## src/rtl/deq_pkg.sv

```systemverilog
`timescale 1ns / 1ps
// shared types and constants for the double-ended queue
// no dependencies; used by the interfaces and every module

package deq_pkg;

	localparam int OP_W            = 3;
	localparam int DATA_W          = 32;
	localparam int POS_W           = 12;
	localparam int COUNT_W         = 12;
	localparam int STATUS_W        = 2;
	localparam int CAPACITY_DEF    = 2048;
	localparam int WORD_BITS_DEF   = 32;
	localparam int CMD_QUEUE_DEPTH = 2;

	typedef enum logic [OP_W-1:0] {
		OP_PUSH_BACK  = 3'd0,
		OP_PUSH_FRONT = 3'd1,
		OP_POP_BACK   = 3'd2,
		OP_POP_FRONT  = 3'd3,
		OP_READ       = 3'd4,
		OP_RESIZE     = 3'd5,
		OP_CLEAR      = 3'd6
	} op_t;

	typedef enum logic [2:0] {
		CMD_PUSH_BACK,
		CMD_PUSH_FRONT,
		CMD_POP_BACK,
		CMD_POP_FRONT,
		CMD_READ,
		CMD_RESIZE,
		CMD_CLEAR,
		CMD_NOP
	} cmd_kind_t;

	typedef enum logic [STATUS_W-1:0] {
		ST_OK    = 2'd0,
		ST_EMPTY = 2'd1,
		ST_RANGE = 2'd2,
		ST_FULL  = 2'd3
	} status_t;

	typedef struct packed {
		cmd_kind_t         kind;
		logic [DATA_W-1:0] word;
		logic [POS_W-1:0]  pos;
		logic              pos_over;
	} cmd_t;

endpackage

```

## src/rtl/deq_req_if.sv

```systemverilog
`timescale 1ns / 1ps
// request channel of the double-ended queue: valid/ready plus one operation word
// depends on deq_pkg

interface deq_req_if;
	logic                              valid;
	logic                              ready;
	logic [deq_pkg::OP_W-1:0]          operation;
	logic signed [deq_pkg::DATA_W-1:0] value;
	logic [deq_pkg::POS_W-1:0]         position;

	modport source (output valid, output operation, output value, output position,
		input ready);
	modport sink (input valid, input operation, input value, input position,
		output ready);
endinterface

```

## src/rtl/deq_front.sv

```systemverilog
`timescale 1ns / 1ps
// front end: accepts request words, decodes them into commands and buffers
// them in a short command queue; depends on deq_pkg and deq_req_if

module deq_front #(
	parameter int CAPACITY = deq_pkg::CAPACITY_DEF
) (
	input  logic          clk,
	input  logic          arst_n,
	deq_req_if.sink       req,
	output logic          cmd_valid,
	input  logic          cmd_ready,
	output deq_pkg::cmd_t cmd
);

	localparam int DEPTH = deq_pkg::CMD_QUEUE_DEPTH;
	localparam int QP_W  = (DEPTH > 1) ? $clog2(DEPTH) : 1;
	localparam int QC_W  = $clog2(DEPTH + 1);

	deq_pkg::cmd_t    decoded;
	deq_pkg::cmd_t    queue_q [DEPTH];
	logic [QP_W-1:0]  wr_ptr_q;
	logic [QP_W-1:0]  rd_ptr_q;
	logic [QC_W-1:0]  fill_q;
	logic             push;
	logic             pop;

	function automatic logic [QP_W-1:0] next_ptr(input logic [QP_W-1:0] p);
		return (p == QP_W'(DEPTH - 1)) ? '0 : p + 1'b1;
	endfunction

	always_comb begin
		decoded.word = req.value;
		decoded.pos  = req.position;
		// a position above capacity fits neither a resize nor any stored index
		decoded.pos_over = 32'(req.position) > 32'(CAPACITY);
		case (deq_pkg::op_t'(req.operation))
			deq_pkg::OP_PUSH_BACK:  decoded.kind = deq_pkg::CMD_PUSH_BACK;
			deq_pkg::OP_PUSH_FRONT: decoded.kind = deq_pkg::CMD_PUSH_FRONT;
			deq_pkg::OP_POP_BACK:   decoded.kind = deq_pkg::CMD_POP_BACK;
			deq_pkg::OP_POP_FRONT:  decoded.kind = deq_pkg::CMD_POP_FRONT;
			deq_pkg::OP_READ:       decoded.kind = deq_pkg::CMD_READ;
			deq_pkg::OP_RESIZE:     decoded.kind = deq_pkg::CMD_RESIZE;
			deq_pkg::OP_CLEAR:      decoded.kind = deq_pkg::CMD_CLEAR;
			default:                decoded.kind = deq_pkg::CMD_NOP;
		endcase
	end

	assign req.ready = (fill_q != QC_W'(DEPTH));
	assign push      = req.valid && req.ready;
	assign cmd_valid = (fill_q != '0);
	assign pop       = cmd_valid && cmd_ready;
	assign cmd       = queue_q[rd_ptr_q];

	always_ff @(posedge clk) begin
		if (push) begin
			queue_q[wr_ptr_q] <= decoded;
		end
	end

	always_ff @(posedge clk or negedge arst_n) begin
		if (!arst_n) begin
			wr_ptr_q <= '0;
			rd_ptr_q <= '0;
			fill_q   <= '0;
		end else begin
			if (push) begin
				wr_ptr_q <= next_ptr(wr_ptr_q);
			end
			if (pop) begin
				rd_ptr_q <= next_ptr(rd_ptr_q);
			end
			fill_q <= fill_q + QC_W'(push) - QC_W'(pop);
		end
	end

endmodule

```

## src/flat_wrapper.sv

```systemverilog
// flat-port wrapper written by rule: the top's interface ports become plain ports
module deq_front_flat 
#(
	parameter int CAPACITY = deq_pkg::CAPACITY_DEF
)
  (clk, arst_n, cmd_valid, cmd_ready, cmd, req_valid, req_operation, req_value, req_position, req_ready);
  deq_req_if req_i ();
  input  logic clk;
  input  logic arst_n;
  output logic cmd_valid;
  input  logic cmd_ready;
  output deq_pkg::cmd_t cmd;
  input wire logic [$bits(req_i.valid)-1:0] req_valid;
  input wire logic [$bits(req_i.operation)-1:0] req_operation;
  input wire logic [$bits(req_i.value)-1:0] req_value;
  input wire logic [$bits(req_i.position)-1:0] req_position;
  output wire logic [$bits(req_i.ready)-1:0] req_ready;
  assign req_i.valid = req_valid;
  assign req_i.operation = req_operation;
  assign req_i.value = req_value;
  assign req_i.position = req_position;
  assign req_ready = req_i.ready;
  deq_front #(.CAPACITY(CAPACITY)) u_core (.clk(clk), .arst_n(arst_n), .req(req_i), .cmd_valid(cmd_valid), .cmd_ready(cmd_ready), .cmd(cmd));
endmodule
```

## config.mk

```make
export PLATFORM = sky130hd
export DESIGN_NAME = deq_front_flat
export DESIGN_NICKNAME = d
export VERILOG_FILES = /design/src/rtl/deq_pkg.sv /design/src/rtl/deq_req_if.sv /design/src/rtl/deq_front.sv /design/src/flat_wrapper.sv
export SDC_FILE = /design/constraint.sdc
export NUM_CORES = 1
export LEC_CHECK = 0
export ABC_AREA = 1
export BUFFER_PORTS_ARGS = -buffer_cell sky130_fd_sc_hd__buf_2
export CAP_MARGIN = 10
export CORE_AREA = 2 2 90 92
export CTS_BUF_LIST = sky130_fd_sc_hd__clkbuf_16
export DETAILED_ROUTE_END_ITERATION = 8
export DIE_AREA = 0 0 92 94
export PLACE_DENSITY = 0.85
export SETUP_SLACK_MARGIN = 0.15
export SYNTH_ARGS = -nofsm -noshare
export SYNTH_HDL_FRONTEND = slang
export SYNTH_SLANG_ARGS = --single-unit
```

## constraint.sdc

```tcl
create_clock -name clk -period 7 [get_ports clk]
set_input_delay 0.7 -clock clk [delete_from_list [all_inputs] [get_ports clk]]
set_output_delay 0.7 -clock clk [all_outputs]
set_load 0.02 [all_outputs]
```

# ---- After elaboration in Yosys (flattened, before gate mapping)
# Memories as Yosys holds them, arrays and structs flattened.
# Cells that the tools add are included.
dict set report word_totals {
  latch_bits 0
  output_inout_bits 50
  romBits 0
  n_memories 1
  inputBits 51
  wordCells 25
  register_bits 4
  ramBits 96
}
dict set report op_classes {
  n_reduce_logical 4
  n_lt_le_gt_ge 1
  eq_ne 7
  mux 5
  add_sub_neg 4
  n_shift 0
  n_bitwise 0
  n_div 0
  mul 0
}
# name depth word_bits rd rd_ports_with_merged_regs write_ports line_no
set mem_list {}
lappend mem_list {u_core.queue_q 2 48 1 0 1 deq_front.sv:21} ;# deq_pkg::cmd_t queue_q [DEPTH];
# operator count
set ops {}
lappend ops {{$pmux 3 s7} 1}
lappend ops {{$gt 12x12->1 const B} 1}
lappend ops {{$eq 3x3->1 const B} 3}
lappend ops {{$eq 3x2->1 const B} 2}
lappend ops {{$mux 1} 4}
lappend ops {{$eq 3x1->1 const B} 1}
lappend ops {{$logic_not 3->1} 1}
lappend ops {{$add 1x1->1 const B} 2}
lappend ops {{$add 2x1->2} 1}
lappend ops {{$logic_and 1x1->1} 2}
lappend ops {{$ne 2x2->1 const B} 1}
lappend ops {{$reduce_bool 2->1} 1}
lappend ops {{$sub 2x1->2} 1}

# ---- Logic depth before layout (Yosys ltp)
# Gate-level depths: netlist (run 1).
dict set report depth {
  word_depth 4
  depth_mapped 7
  mapped_depth_nobuf 7
}

# ---- Worst setup path before layout (run 1)
# No wires, ideal clock.
dict set report synth_timing {
  path_type {input to register}
  start {input req_valid}
  end {memory u_core.queue_q[1][0] (netlist name), enable pin}
  required_ns 6.545
  arrival_time_ns 2.832
  n_path_buf 0
  setup_time_ns 0.455
  setup_slack_ns 3.713
  stages 2
  path_cell_list {nand2_1 -> nor2_1}
}
dict set report synth_via {
  elab_chain_len 3
}
# item line_no
set synth_lines {}
lappend synth_lines {{start, declared} flat_wrapper.sv:13} ;# input wire logic [$bits(req_i.valid)-1:0] req_valid;
lappend synth_lines {{$logic_and 1x1->1} deq_front.sv:50} ;# assign push = req.valid && req.ready;
lappend synth_lines {{$mux 1} deq_front.sv:56} ;# if (push) begin
lappend synth_lines {{$mux 1 (not written as such)} deq_front.sv:57} ;# queue_q[wr_ptr_q] <= decoded;
lappend synth_lines {{end, declared} deq_front.sv:21}
# Every way passes these cells.

==> results of run 1 <==
[worst max-delay path, stage by stage (launching register included)]
cell and delay [ns]:
dfrtp_2 0.93, inv_2 0.57, nand2_1 0.18, nand2_1 0.08, buf_2 0.16
[per-stage QoR]
| stage | std cells | total power (W) | utilization (%) | hold WS (ns) | setup slack, ns |
|---|---|---|---|---|---|
| finish | 494 | 0.002006 | 60.41 | 0.1663 | 4.018 |
| global route | 494 | 0.002129 | 60.41 | 0.1582 | 3.755 |
| CTS | 494 | 0.002027 | 60.41 | 0.1614 | 3.981 |
| detailed placement | 479 | 0.001601 | 57.02 | 0.5097 | 4.325 |
| global placement | 479 | 0.001581 | 57.02 | 0.5077 | 4.357 |
| floorplan | 288 | 0.001370 | - | 0.4044 | 3.713 |
[registers in the layout, indices dropped and copies added (netlist names)]
name / count
u_core.rd_ptr_q: 1
u_core.wr_ptr_q: 1
u_core.fill_q: 2
u_core.queue_q: 96
[how the worst max path moves through the flow]
stage | to | slack (ns)
2_1_floorplan | u_core.queue_q[1][0]$_DFFE_PP_ | 3.71
5_1_grt | cmd[44] | 3.76
6_report | cmd[12] | 4.02
4_1_cts | cmd[12] | 3.98
3_3_place_gp | cmd[12] | 4.36
3_5_place_dp | cmd[12] | 4.32
[final cells by class]
| type | count | area share [%] |
|---|---|---|
| Clock inverter | 6 | 0.7079 |
| Multi-Input combinational cell | 167 | 14.81 |
| Timing Repair Buffer | 102 | 11.22 |
| Inverter | 8 | 0.6534 |
| Clock buffer | 9 | 4.901 |
| Tap cell | 102 | 2.777 |
| Sequential cell | 100 | 64.93 |
[synthesized netlist by cell type]
cell,number
buf_2,5
and2_0,1
or2_1,1
xor2_1,1
buf_6,1
nand2_1,149
dfrtp_1,4
a21oi_1,1
buf_4,3
clkbuf_1,4
inv_1,7
xnor2_1,2
edfxtp_1,96
ha_1,2
nor2_1,10
inv_2,1
[logic make-up after synthesis]
family / synth area share (%)
flops: 79.49
xor+xnor: 0.7004
buf+inv: 2.767
simple gates: 16.24
fa+ha+maj: 0.6668
compound gates: 0.1332
[metal layers]
metal | track usage, % | up-vias
li1 | - | 1153
met1 | 19.78 | 1049
met2 | 27.57 | 82
met3 | 3.612 | 6
met4 | 5.597 | 0
met5 | 0 | -
[power by group through the flow]
stage          combinational [W]  clock, W  sequential [W]
3_5_place_dp            0.000695         0        0.000906
6_report                0.000684  0.000430        0.000892
2_1_floorplan           0.000505         0        0.000865
3_3_place_gp            0.000681         0        0.000900
5_1_grt                 0.000758  0.000461        0.000910
4_1_cts                 0.000697  0.000437        0.000893
==> metrics.md, run 1 <==
| Metric | Value |
|---|---|
| #FFs+latches synth | 100 |
| Met1 wire length | 2.849 mm |
| Met3 WL | between 300 and 400 um |
| Clock-pin slew on the worst setup and hold paths | 0.06 ns |
| Fmax achieved | 335.4 MHz |
| First-pass GRT wire length | between 10 and 15 mm |
| Most common cell after layout, fill and taps aside | nand2_1 |
| Routed length on met2 | 3.336 mm |
| Worst setup EP type | output port |
| Sw Share | between 30% and 40% |
| DRT Pass-1 Iters | 4 |
| Top cells by area, synth | edfxtp_1 77%, nand2_1 15%, dfrtp_1 2.7%, nor2_1 1.0%, inv_1 0.70% |
| Nets | about 440 |
| Port Buf Inserts | 100 |
| Crit path DAT | roughly 2.3 ns |
| Reg area | slightly below 3000 um2 |
| Peak VDD IR | about 0.22 mV |
| Drt total wl | 6.637 mm |
| H-tree Lvls | 3 |
| Synth cell types | 16 |
| Antenna Cells | 0 |
| Critical Path Source | u_core.rd_ptr_q$_DFFE_PN0P_ |
| Num rows | 32 |
| Post-Syn Instances | roughly 290 |
| Postcts setup bufs | 0 |
| Req. time, crit path | approximately 6.3 ns |
| CP max FO | slightly below 50 |
| RSZ-0062 raised after global routing | no |
| Longest Clk Path Bufs | 2 |
| CTS resizes | 0 |
| P_sw | roughly 0.00075 W |
| Avg WL per Cell | between 10 and 15 um |
| Outcome | completed |
| Setup CP Type | reg -> out |
| Startpoint Class | flop |
| Seq/Total Area, Yosys | 79.49% |
| Worst reg2reg startpoint | u_core.fill_q[1]$_DFF_PN0_ |
| Global route overflow | 0 |
| Slew @ Worst Pin | between 0.8 and 0.9 ns |
| Die width | 92 um |
| Hold WC Path Type | in -> async |
| Max Cap Viol | 0 |
| Iteration-0 DRC Markers | 120 |
| Clk pwr share | 21.5% |
| Synthesized Nets | around 340 |
| Finished Cell Area | 4596 um2 |
| Ys Warns | 0 |
| Die height | ~94 um |
| Clk sinks | 100 |
| Final Cycle Share | 42.60% |
| Vias per cell | around 4.6 |
| Post-route ant nets | 0 |
| PwrDens | ~440 nW/um2 |
| Share of the synthesized area in the top cell type | roughly three quarters |
| Clock latency on the worst-skew pair | between 0.3 and 0.4 ns |
| Share of cells above drive strength 1 | 30.36% |
| Setup_tns | 0 ns |
| Top sig layer | met4 |
| GPL Wtd Cong | 0.7555 |
| Worst clock skew | approximately 0.0065 ns |
| R2R Path End | u_core.queue_q[1][20]$_DFFE_PP_ |
| Via count | between 2k and 2.5k |
| Detail Placement HPWL | 4.332 mm |
| Internal power | 0.001256 W |
| Worst Reg-to-Reg Cells | 4 |
| Num ports | between 100 and 150 |
| Tmin final | 2.982 ns |
| Multi-input logic area | between 600 and 700 um2 |
| Avg Cell Area, Syn | 13.03 um2 |
| Hold buffer count at cts | 0 |
| Root Driver | clkbuf_16 |
| Part of the power in combinational logic | between 30 and 40% |
| Area grow syn2layout | 22.47% |
| Initial Util | 49.33% |
| Final number of setup-violating endpoints | 0 |
| Die ar. | ~8600 um2 |
| Vias in the first global route | about 2.2k |
| Fill count | a little over 600 |
| Yosys top cell by area | edfxtp_1 |
| Largest net degree at the start of global routing | 50 |
| Core ar. | between 7000 and 8000 um2 |
| Commonest non-fill, non-tap cells in the layout | 149 x nand2_1, 100 x buf_2, 96 x edfxtp_1, 9 x clkbuf_16, 8 x nor2_1 |
| Num CTS Buffers | 9 |
| Mapped Area | 3752 um2 |
| Count of pins over their slew limit | 0 |
| DP Area | 4338 um2 |
| Reg-to-reg slack, setup | roughly 5.0 ns |
| Leak | 1.997 nW |
| DRC viols | 0 |
| Rel. slew slack | 42.34% |
| Seq pwr share | roughly 45% |
| Final hold violations | 0 |
| Tot GR Track Use | ~16% |
| TritonCTS clock tree | done |
| Initial antenna violation count | 0 |
(Power assumes the default switching activity.)
==> run 2: changes to the inputs <==
Clock period 7 ns to 3.1 ns, I/O delays scaled along.
==> metrics.md, run 2 (synthesis gave the netlist of run 1 again) <==
| Metric | Value |
|---|---|
| Final number of setup-violating endpoints | 0 |
| Num ports | 101 |
| Cell Count, Final, Fillers Out | approximately 500 |
| Tot GR Track Use | 15.92% |
| Top reg by flops | u_core.queue_q |
| CP max FO | 49 |
| Fill count | 601 |
| Startpoint Class | flop |
| Final Cycle Share | about 68% |
| Clk sinks | 100 |
| Iteration-0 DRC Markers | ~110 |
| Slew @ Worst Pin | 0.8465 ns |
| Area grow syn2layout | 26.11% |
| Via count | around 2.3k |
| DRC viols | 0 |
| GPL Wtd Cong | approximately 0.73 |
| Fmax achieved | roughly 480 MHz |
| # placed instances | between 400 and 500 |
| Port Buf Inserts | 100 |
| Worst clock skew | slightly above 0.006 ns |
| Avg WL per Cell | 13.09 um |
| Largest net degree at the start of global routing | 50 |
| Hold WC Path Type | in -> reg |
| H-tree Lvls | 3 |
| Sw Share | a little over a third |
| Largest registers | u_core.queue_q x96, u_core.fill_q x2 |
| Tmin final | 2.094 ns |
| Internal power | 0.003192 W |
| Core ar. | about 7600 um2 |
| Antenna Cells | 0 |
| Die ar. | 8648 um2 |
| Critical Path Source | u_core.rd_ptr_q$_DFFE_PN0P_ |
| Leak | 2.066 nW |
| DP Area | between 4000 and 5000 um2 |
| Largest register FFs | 96 |
| Outcome | completed |
| Setup CP Type | reg -> out |
| DRT Pass-1 Iters | 4 |
| Initial antenna violation count | 0 |
| Max Cap Viol | 0 |
| Commonest non-fill, non-tap cells in the layout | 149 x nand2_1, 100 x buf_2, 96 x edfxtp_1, 9 x clkbuf_16, 8 x nor2_1 |
| PwrDens | roughly 1000 nW/um2 |
| Req. time, crit path | 2.79 ns |
| Longest Clk Path Bufs | 2 |
| Num rows | 32 |
| Worst reg2reg startpoint | u_core.fill_q[1]$_DFF_PN0_ |
| Finished Cell Area | roughly 4700 um2 |
| Rel. slew slack | 43.49% |
| Die width | a little over 90 um |
| Root Driver | clkbuf_16 |
| Die height | about 94 um |
| Global route overflow | 0 |
| Crit path DAT | around 1.8 ns |
| Initial Util | 49.33% |
| TritonCTS clock tree | done |
| Detail Placement HPWL | between 4 and 5 mm |
| First-pass GRT wire length | slightly above 10 mm |
| P_sw | between 0.0015 and 0.002 W |
| Share of cells above drive strength 1 | between 30% and 40% |
| Clk pwr share | 26.9% |
| RSZ-0062 raised after global routing | no |
| Clock-pin slew on the worst setup and hold paths | approximately 0.060 ns |
| Drt total wl | between 6 and 7 mm |
| CTS resizes | 0 |
| Num CTS Buffers | 9 |
| Final hold violations | 0 |
| Peak VDD IR | 0.5387 mV |
| Vias per cell | roughly 4.6 |
| Most common cell after layout, fill and taps aside | nand2_1 |
| Clock latency on the worst-skew pair | 0.33 ns |
| Seq pwr share | around 39% |
| Nets | 445 |
| Worst hold start | req_value[21] |
| Vias in the first global route | 2239 |
| Part of the power in combinational logic | approximately a third |
| Count of pins over their slew limit | 0 |
| Setup_tns | 0 ns |
| Worst setup EP type | output port |
| Post-route ant nets | 0 |
run 2: cell types whose count changed in the layout (fill, tap and decap cells not counted), sizes merged:
cell,before,now
clkinv,4,0
dlygate4sd3,0,1
bufinv,0,4
clkinvlp,2,1
buf,102,105
inv,8,9
run 2: per-stage QoR:
step | power [W] | setup WS, ns | util, % | hold WS (ns)
floorplan | 0.003087 | 0.6921 | - | 0.01441
global placement | 0.003591 | 1.183 | 57.32 | 0.1177
detailed placement | 0.003635 | 1.120 | 57.32 | 0.1227
CTS | 0.004955 | 0.9789 | 62.20 | 0.1571
global route | 0.005169 | 0.8452 | 62.20 | 0.1603
finish | 0.004897 | 1.006 | 62.20 | 0.1679
run 2: area by class of cell:
cell class                      count  area (um2)  area share (%)
Sequential cell                   100        2984           63.06
Multi-Input combinational cell    167       680.7           14.38
Timing Repair Buffer              106       548.0           11.58
Clock buffer                        9       225.2           4.759
Clock inverter                      6       136.4           2.882
Tap cell                          102       127.6           2.697
Inverter                            8       30.03          0.6346
run 2: worst max-delay path, stage by stage (launching register included):
cell	delay (ns)
dfrtp_2	0.40
inv_2	0.62
nand2_1	0.14
nand2_1	0.12
buf_2	0.17
run 2: path summary, 6_finish.rpt:
path	slack [ns]	cells past startpoint	to
worst max-delay path	1.01	4	cmd[9]
worst min-delay path	0.17	1	u_core.queue_q[0][34]$_DFFE_PP_
worst max register to register	1.15	4	u_core.queue_q[1][16]$_DFFE_PP_
worst min register to register	0.60	2	u_core.wr_ptr_q$_DFFE_PN0P_
max in group asynchronous	2.63	2	u_core.rd_ptr_q$_DFFE_PN0P_
min in group asynchronous	0.33	2	u_core.fill_q[0]$_DFF_PN0_
run 2: metal layers:
layer | global-route usage [%] | vias to the layer above | part of all wire (%)
li1 | - | 1164 | -
met5 | 0 | - | 0
met4 | 5.970 | 0 | 1.5
met1 | 19.07 | 1054 | 42
met2 | 28.43 | 73 | 51
met3 | 3.371 | 10 | 5.1
run 2: timing repair:
action                                  in CTS  in global routing
hold buffers                                 1                  0
endpoints found under the setup margin       0                  0
setup buffers                                0                  0
hold endpoints to repair                     4                  0
run 2: power groups by stage:
stage | Combinational (W) | Sequential [W] | Clock, W
floorplan | 0.00114 | 0.00194 | 0
global placement | 0.00165 | 0.00194 | 0
detailed placement | 0.00168 | 0.00195 | 0
CTS | 0.00169 | 0.00192 | 0.00134
global route | 0.00183 | 0.00195 | 0.00139
finish | 0.00166 | 0.00192 | 0.00132
